[config.mk]
export PLATFORM = sky130hd
export DESIGN_NAME = srq_cell
export DESIGN_NICKNAME = d
export VERILOG_FILES = /design/src/rtl/srq_pkg.sv /design/src/rtl/srq_cell.sv
export SDC_FILE = /design/constraint.sdc
export NUM_CORES = 1
export LEC_CHECK = 0
export BUFFER_PORTS_ARGS = -buffer_cell sky130_fd_sc_hd__buf_2
export CAP_MARGIN = 10
export CORE_AREA = 2 2 170 172
export CTS_BUF_LIST = sky130_fd_sc_hd__clkbuf_16
export CTS_CLUSTER_DIAMETER = 100
export CTS_CLUSTER_SIZE = 28
export DETAILED_ROUTE_END_ITERATION = 10
export DIE_AREA = 0 0 172 174
export PLACE_DENSITY = 0.56
export SLEW_MARGIN = 30
export SYNTH_ARGS = -nofsm -noshare
export SYNTH_HDL_FRONTEND = slang
export SYNTH_SLANG_ARGS = --single-unit
[constraint.sdc]
create_clock -name clk -period 6.1 [get_ports clk]
set_clock_uncertainty 0.2 [all_clocks]
set_input_delay 1.22 -clock clk [delete_from_list [all_inputs] [get_ports clk]]
set_output_delay 1.22 -clock clk [all_outputs]
set_load 0.1 [all_outputs]
[src/rtl/srq_pkg.sv]
package srq_pkg;

	localparam int QUEUE_DEPTH = 64;
	localparam int KEY_W = 10;
	localparam int HALF_W = 48;
	localparam int CNT_W = $clog2(QUEUE_DEPTH + 1);
	localparam int OCC_W = 7;

	localparam logic OP_INSERT = 1'b0;
	localparam logic OP_REMOVE = 1'b1;

	localparam logic [1:0] ST_INSERTED = 2'd0;
	localparam logic [1:0] ST_REMOVED = 2'd1;
	localparam logic [1:0] ST_FULL = 2'd2;
	localparam logic [1:0] ST_EMPTY = 2'd3;

	typedef struct packed {
		logic [KEY_W-1:0] key;
		logic [HALF_W-1:0] hi;
		logic [HALF_W-1:0] lo;
	} entry_t;

	typedef struct packed {
		logic ins;
		logic rem;
	} cmd_t;

endpackage

[src/rtl/srq_cell.sv]
module srq_cell (
	input  logic            clk,
	input  logic            arst_n,
	input  srq_pkg::cmd_t   cmd,
	input  srq_pkg::entry_t new_entry,
	input  logic            prev_ge,
	input  logic            prev_valid,
	input  srq_pkg::entry_t prev_entry,
	input  logic            next_valid,
	input  srq_pkg::entry_t next_entry,
	output logic            ge,
	output logic            valid_q,
	output srq_pkg::entry_t entry_q
);

	assign ge = !valid_q || (new_entry.key <= entry_q.key);

	always_ff @(posedge clk or negedge arst_n) begin
		if (!arst_n) begin
			valid_q <= 1'b0;
		end else if (cmd.ins) begin
			if (prev_ge) begin
				valid_q <= prev_valid;
			end else if (ge) begin
				valid_q <= 1'b1;
			end
		end else if (cmd.rem) begin
			valid_q <= next_valid;
		end
	end

	always_ff @(posedge clk) begin
		if (cmd.ins) begin
			// shift down behind the insertion point, take the new entry at it
			if (prev_ge) begin
				entry_q <= prev_entry;
			end else if (ge) begin
				entry_q <= new_entry;
			end
		end else if (cmd.rem) begin
			entry_q <= next_entry;
		end
	end

endmodule

==> results of run 1 <==
[power by group through the flow]
stage | registers, uW | clock network (uW) | logic (uW)
2_1_floorplan | 1490 | 0 | 173
3_3_place_gp | 941 | 0 | 939
3_5_place_dp | 944 | 0 | 942
4_1_cts | 927 | 601 | 943
5_1_grt | 934 | 632 | 981
6_report | 926 | 570 | 934
[worst reg2reg max path, stage by stage, from the launching register on]
cell and delay (ns):
edfxtp_1 0.39, inv_1 0.07, ha_1 0.24, a21oi_1 0.13
o21ai_0 0.17, a2111oi_2 0.43, o32a_2 0.22, buf_4 0.53
[path summary, 6_finish.rpt]
path,startpoint,end,slack (ns),cells after the start
max,new_entry[101],ge,1.69,7
max reg2reg,entry_q[101],entry_q[43],3.28,7
max in group asynchronous,arst_n,valid_q,5.18,1
min,arst_n,valid_q,0.43,1
min in group clk,valid_q,valid_q,0.54,2
min reg2reg,valid_q,valid_q,0.54,2
[area by class of cell]
class / instances / area (sq um)
Clock buffer: 9 / 225
Timing Repair Buffer: 436 / 2230
Clock inverter: 7 / 52.6
Tap cell: 384 / 480
Sequential cell: 107 / 3210
Multi-Input combinational cell: 348 / 2260
Inverter: 12 / 45.0
Fill cell: 3054 / 19700
[routing by layer]
metal / up-vias / wire (microns)
met5: - / 7
met4: 2 / 191
met3: 12 / 2000
met2: 274 / 9790
met1: 2297 / 7370
li1: 2666 / -
[sequential cells by signal (all words and copies together) (netlist names)]
register	count
entry_q	106
valid_q	1
[Yosys cell counts (all sizes together)]
master / count / area share (%)
nand2: 3 / 0.20
o32a: 1 / 0.17
o22a: 1 / 0.15
nor2: 107 / 7.0
o21ai: 2 / 0.17
clkbuf: 6 / 0.39
nand2b: 2 / 0.22
edfxtp: 106 / 56
or2: 1 / 0.11
o31ai: 1 / 0.13
dfrtp: 1 / 0.44
mux2: 1 / 0.20
ha: 10 / 2.2
inv: 12 / 0.79
mux2i: 106 / 19
a2111oi: 1 / 0.26
buf: 30 / 3.3
a211oi: 2 / 0.44
nand4: 2 / 0.22
a21oi: 108 / 9.4
[metrics by stage]
stage	util (%)	power [uW]
4_1_cts	30.1	2470
5_1_grt	30.1	2550
2_1_floorplan	-	1660
3_3_place_gp	29.1	1880
6_report	30.1	2430
3_5_place_dp	29.1	1890
[cells by family after synthesis]
group | Yosys count
AO/OA/AOI/OAI | 116
AND/OR/NAND/NOR | 115
multiplexers | 107
flip-flops | 107
buffers and inverters | 48
adder cells (fa/ha/maj) | 10
==> results.txt, run 1 <==
----------------------------------------------------
[CTS]
  Clk buf depth ... 2
  Total clock sinks ... 107
  Clock latency on the worst-skew pair ... 0.35 ns
  CTS tree ... built
  Cts-stage hold buffer count ... 0
  Number of buffers created by CTS ... 9
  Clk Tree Root Cell ... clkbuf_16
  Clock-pin slew on the worst setup and hold paths ... 0.08 ns
  Post_cts resized ... 0
  Number of H-tree levels ... 3
  Count of buffers added by post-CTS timing repair for setup ... 0

[Critical path]
  Maximum cell stage delay along the critical path ... 0.43 ns
  CP startpoint kind ... primary input
  Total buffers and inverters traversed by the critical path ... 2
  Crit end category ... primary output
  Largest delay share family, worst path ... compound AO/OA/AOI/OAI gates
  Critical path class ... primary input to primary output
  Critical Path Fanout Max ... 3
  Data arrival time of the critical path ... 2.99 ns
  Critical path's most frequent cell ... buf_2
  Series of cell instances along the critical path ... buf_2 -> ha_1 -> a21oi_1 -> o21ai_0 -> a2111oi_2 -> or2_2 -> buf_2
  Max stage delay cell, worst path ... a2111oi_2
  Data required time of the critical path ... 4.68 ns

[Placement]
  Sum of net half-perimeters after detailed placement ... 15.6 mm
  Last weighted congestion value of the routability-driven placer ... 0.803
  Placed cells ... 1287
  Number of buffers inserted by port buffering ... 432
  Pre-CTS setup slack ... 1.73 ns
  Standard cell area after detailed placement ... 8220 sq um

[Routing]
  DRC violation total after the first TritonRoute iteration ... 182
  Overall via count from detail_route ... 5251
  Number of iterations in the first detailed-routing pass ... 6
  Wire length reported by the detailed router ... 19.4 mm
  Number of DRC violations after detailed routing ... 0
  Number of nets with antenna violations after routing ... 0
  Post-DR wirelength/cell ... 14.9 microns
  Average via count per standard cell ... 4.03

[Power]
  Cell-internal power ... 1380 uW
  Net switching power ... 1050 uW
  Sequential fraction of design power ... 38.1%
  Peak VDD IR ... 80.4 uV
  Sw frac ... 43.2%
  Leak pwr ... 0.00407 uW
  Combinational Power Share ... 38.5%
  Power density relative to cell area ... 286 nW/um^2
  Clk pwr share ... 23.5%

[GRT]
  Total track usage ... 12.4%
  Met3 capacity usage during global routing ... 4.49%
  Gr ovfl total ... 0
  Met1 routing resource usage after global routing ... 13.1%
  Number of antenna violations at the first check in global routing ... 1
  Number of global-route vias before repair ... 5212
  Wire length of the first global-routing pass ... 27.8 mm
  Grt met2 use ... 23.3%
  Most Crowded Layer GR ... met2
  Largest net degree at the start of global routing ... 141

[Cells and area]
  Final net count ... 1249
  Share of final-layout standard cells stronger than drive strength 1 ... 49.7%
  Antenna Cells ... 0
  Leading cell type in the layout, fill and taps excluded ... buf_2
  Layout area overhead ... 48.5%
  Design Area, Final ... 8500 sq um
  Number of non-filler instances in the completed layout ... 1303
  Most frequent cells in the layout ... buf_2 (430), a21oi_1 (108), nor2_1 (107)

[STA]
  RSZ-0062 raised after global routing ... false
  Transition at the pin with the smallest max-transition slack ... 0.722 ns
  Setup-violating endpoint count in the final report ... 0
  Final Max Slew Viols ... 0
  Setup total negative slack ... 0 ns
  Period utilisation layout ... 72.2%
  Final Hold Viols ... 0
  Max_slew headroom ... 51.9%
  Worst setup margin ... 1.69 ns
  Final critical-path required period ... 4.41 ns
  Final worst hold slack ... 0.432 ns
  Highest clock frequency the design can meet ... 227 MHz

[Outcome]
  Result of the run ... finished clean

[Yosys]
  Average size of a mapped cell ... 11.4 sq um
  Sequential share of the synthesized area ... 56.1%
  Synth Net Count ... 838
  Mux cell area share after synthesis ... 18.7%
  Combinational family with the most area after synthesis ... multiplexers
  Xor/xnor share of the synthesized area ... 0%
  Synth Register Bits ... 107
  Arithmetic-cell share of the synthesized area counting full adders, half adders and majority gates ... 2.19%
  Unique masters post-synth ... 23
  Post-synthesis compound-gate area fraction ... 10.8%
  Cell area after synthesis ... 5720 sq um
  Yosys Warn Count ... 0
  Simple-gate area share of the yosys netlist ... 7.76%
  Synthesized instance count ... 503

[Die]
  Site Rows ... 62
  Total I/O pin count ... 433
  CORE AREA ... 28200 sq um
  Width of the die ... 172 microns
  Starting utilization of the core area ... 20.3%
  Height of the die ... 174 microns
  Die outline area ... 29900 sq um

[Flow run]
  Number of maximum-capacitance constraint violations ... 0

[Min path]
  Hold Crit Class ... primary input to asynchronous set/reset pin

----------------------------------------------------
No activity file was read; power rests on OpenSTA's default activity.
==> run 2: changes to the inputs <==
Settings changed: ABC_AREA from default to 1, CORE_AREA 2 2 170 172 to 2 2 166 168, DIE_AREA 0 0 172 174 to 0 0 168 170, PLACE_DENSITY 0.56 to 0.58.
Clock period 6.1 ns to 3.65 ns, I/O delays scaled along.
==> results.txt, run 2 <==
----------------------------------------------------
[Cells and area]
  Sequential cell area ... 3210 sq um
  Flip-flop count of the largest register after layout ... 106
  Number of non-filler instances in the completed layout ... 1394
  Share of final-layout standard cells stronger than drive strength 1 ... 43.8%
  Most frequent cells in the layout ... buf_2 (432), nand2_1 (339), nand3_1 (108)
  Fillers ... 2877
  Final net count ... 1382
  Register bank with the most flops ... entry_q
  Leading cell type in the layout, fill and taps excluded ... buf_2
  Area of the multi-input gates ... 2020 sq um
  Layout area overhead ... 52.7%
  Design Area, Final ... 8330 sq um
  Largest regs ... entry_q x106, valid_q x1

[Critical path]
  Data required time of the critical path ... 2.72 ns
  Largest delay share family, worst path ... buffers and inverters
  Critical Path Fanout Max ... 2
  Max stage delay cell, worst path ... buf_2
  Total buffers and inverters traversed by the critical path ... 3
  Critical path class ... primary input to primary output
  Crit end category ... primary output
  Data arrival time of the critical path ... 2.12 ns
  Maximum cell stage delay along the critical path ... 0.44 ns
  CP startpoint kind ... primary input
  Series of cell instances along the critical path ... buf_2 -> ha_1 -> nand2_1 -> inv_1 -> a21oi_1 -> nand3_2 -> nand2_1 -> buf_2

[Yosys]
  Most frequently used cell type in the post-synthesis netlist ... nand2_1
  Cell area after synthesis ... 5460 sq um
  Most used flip-flop cell after synthesis ... edfxtp_1
  Largest area contributor in the synthesized netlist ... edfxtp_1
  Fraction of synthesized cell area taken by the top area cell type ... 58.3%
  Yosys Warn Count ... 0
  EDFF count, synth ... 106
  Top post-synthesis cells by area ... edfxtp_1 (58%), nand2_1 (23%), nand3_1 (10%), ha_1 (2.3%), inv_1 (1.3%)
  Synthesized instance count ... 629
  Synth Net Count ... 964
  Sequential share of the synthesized area ... 58.8%
  Average size of a mapped cell ... 8.67 sq um
  Most frequent cells after synthesis ... nand2_1 (340), nand3_1 (110), edfxtp_1 (106)
  Proportion of register bits with asynchronous set or reset after synthesis ... 0.935%
  Unique masters post-synth ... 16
  Synth Register Bits ... 107

[GRT]
  Gr ovfl total ... 0
  Number of global-route vias before repair ... 5674
  Total track usage ... 14.1%
  Largest net degree at the start of global routing ... 107
  Number of antenna violations at the first check in global routing ... 4
  Wire length of the first global-routing pass ... 30.9 mm

[CTS]
  Clk Tree Root Cell ... clkbuf_16
  CTS tree ... built
  Number of H-tree levels ... 3
  Total clock sinks ... 107
  Clock-pin slew on the worst setup and hold paths ... 0.07 ns
  Clock latency on the worst-skew pair ... 0.35 ns
  Number of buffers created by CTS ... 9
  Post_cts resized ... 0
  Clk buf depth ... 2
  Count of buffers added by post-CTS timing repair for setup ... 0

[Routing]
  DRC violation total after the first TritonRoute iteration ... 259
  Wire length reported by the detailed router ... 21.1 mm
  Overall via count from detail_route ... 5885
  Number of nets with antenna violations after routing ... 0
  Average via count per standard cell ... 4.22
  Number of iterations in the first detailed-routing pass ... 5
  Post-DR wirelength/cell ... 15.1 microns
  Number of DRC violations after detailed routing ... 0

[Placement]
  Number of buffers inserted by port buffering ... 432
  Sum of net half-perimeters after detailed placement ... 17.1 mm
  Pre-CTS setup slack ... 0.596 ns
  Placed cells ... 1376
  Standard cell area after detailed placement ... 8010 sq um
  Last weighted congestion value of the routability-driven placer ... 0.786

[Power]
  Peak VDD IR ... 219 uV
  Power density relative to cell area ... 516 nW/um^2
  Leak pwr ... 0.00421 uW

[Die]
  Height of the die ... 170 microns
  CORE AREA ... 26700 sq um
  Total I/O pin count ... 433
  Starting utilization of the core area ... 20.5%
  Die outline area ... 28600 sq um
  Width of the die ... 168 microns
  Site Rows ... 60

[Min path]
  Hold Crit Class ... flop to flop

[STA]
  Worst setup margin ... 0.604 ns
  Final Max Slew Viols ... 0
  Period utilisation layout ... 83.5%
  Final critical-path required period ... 3.05 ns
  Final worst hold slack ... 0.328 ns
  Max_slew headroom ... 58.4%
  RSZ-0062 raised after global routing ... false
  Highest clock frequency the design can meet ... 328 MHz
  Transition at the pin with the smallest max-transition slack ... 0.623 ns
  Final Hold Viols ... 0
  Setup-violating endpoint count in the final report ... 0

[Flow run]
  Number of maximum-capacitance constraint violations ... 0

[Outcome]
  Result of the run ... finished clean

----------------------------------------------------
-- run 2: changes by cell type after synthesis, sizes merged, moves of 2 or more --
cell and change:
nand2b -2, inv +9, buf -11, o21ai -2
nand4 -2, a21oi -106, nand3 +110, nand2 +337
clkbuf +8, a211oi -2, nor2 -104, mux2i -106
-- run 2: cell families (layout without fill, tap and decap cells) --
logic type      count (synthesis)  in the layout  synth area share, %
other cells                     0              1                    0
fa+ha+maj                      10             10                 2.29
buf+inv                        54            477                 4.47
simple gates                  455            455                 34.1
flops                         107            107                 58.8
compound gates                  3              3                0.344
-- run 2: area by class of cell --
type                    count  share of cell area [%]
flip-flops and latches    107                    38.5
clock buffers               9                    2.70
inverters                  21                    1.05
clock inverters             7                    1.05
diodes                      1                  0.0300
repair buffers            440                    27.3
multi-input cells         468                    24.2
well taps                 341                    5.12
-- run 2: worst register-to-register path, cell delays in order, from the launching register on --
cell        delay, ns
edfxtp_1         0.34
inv_1            0.05
ha_1             0.30
nand2_1          0.13
inv_1            0.05
a21oi_1          0.18
nand3_2          0.11
nand3_2          0.09
nand2_2          0.07
clkinvlp_4       0.25
buf_12           0.29
-- run 2: report_power, final --
| group | internal (uW) | total, uW | switching, uW |
|---|---|---|---|
| clock | 598 | 1060 | 458 |
| sequential | 1530 | 1570 | 41.0 |
| combinational | 310 | 1670 | 1360 |
-- run 2: what timing repair did --
action,CTS,global route
setup endpoints to repair,0,0
hold endpoints to repair,1,0
hold buffers,1,0
-- run 2: per-stage QoR --
| step | util [%] | TNS (ns) | power [uW] |
|---|---|---|---|
| floorplan | - | -38.56 | 2870 |
| global placement | 30.0 | 0 | 3270 |
| detailed placement | 30.0 | 0 | 3280 |
| CTS | 31.2 | 0 | 4350 |
| global route | 31.3 | 0 | 4470 |
| finish | 31.3 | 0 | 4300 |
-- run 2: per-layer routing --
metal / wire, microns / part of all wire [%] / GRT usage (%) / vias to the layer above
met4: 601 / 2.8 / 5.10 / 2
met1: 8390 / 40 / 15.8 / 2623
met5: 10 / 0.047 / 0 / -
met2: 9980 / 47 / 24.6 / 316
met3: 2120 / 10 / 5.21 / 37
li1: - / - / - / 2907
-- run 2: path summary, 6_finish.rpt --
check	start	to	slack, ns	depth (start not counted)
worst max-delay path	new_entry[105]	ge	0.60	8
worst min-delay path	valid_q	valid_q	0.33	2
worst max register to register	entry_q[105]	entry_q[5]	1.21	10
worst min register to register	valid_q	valid_q	0.33	2
max in group asynchronous	arst_n	valid_q	2.67	2
min in group asynchronous	arst_n	valid_q	0.50	2
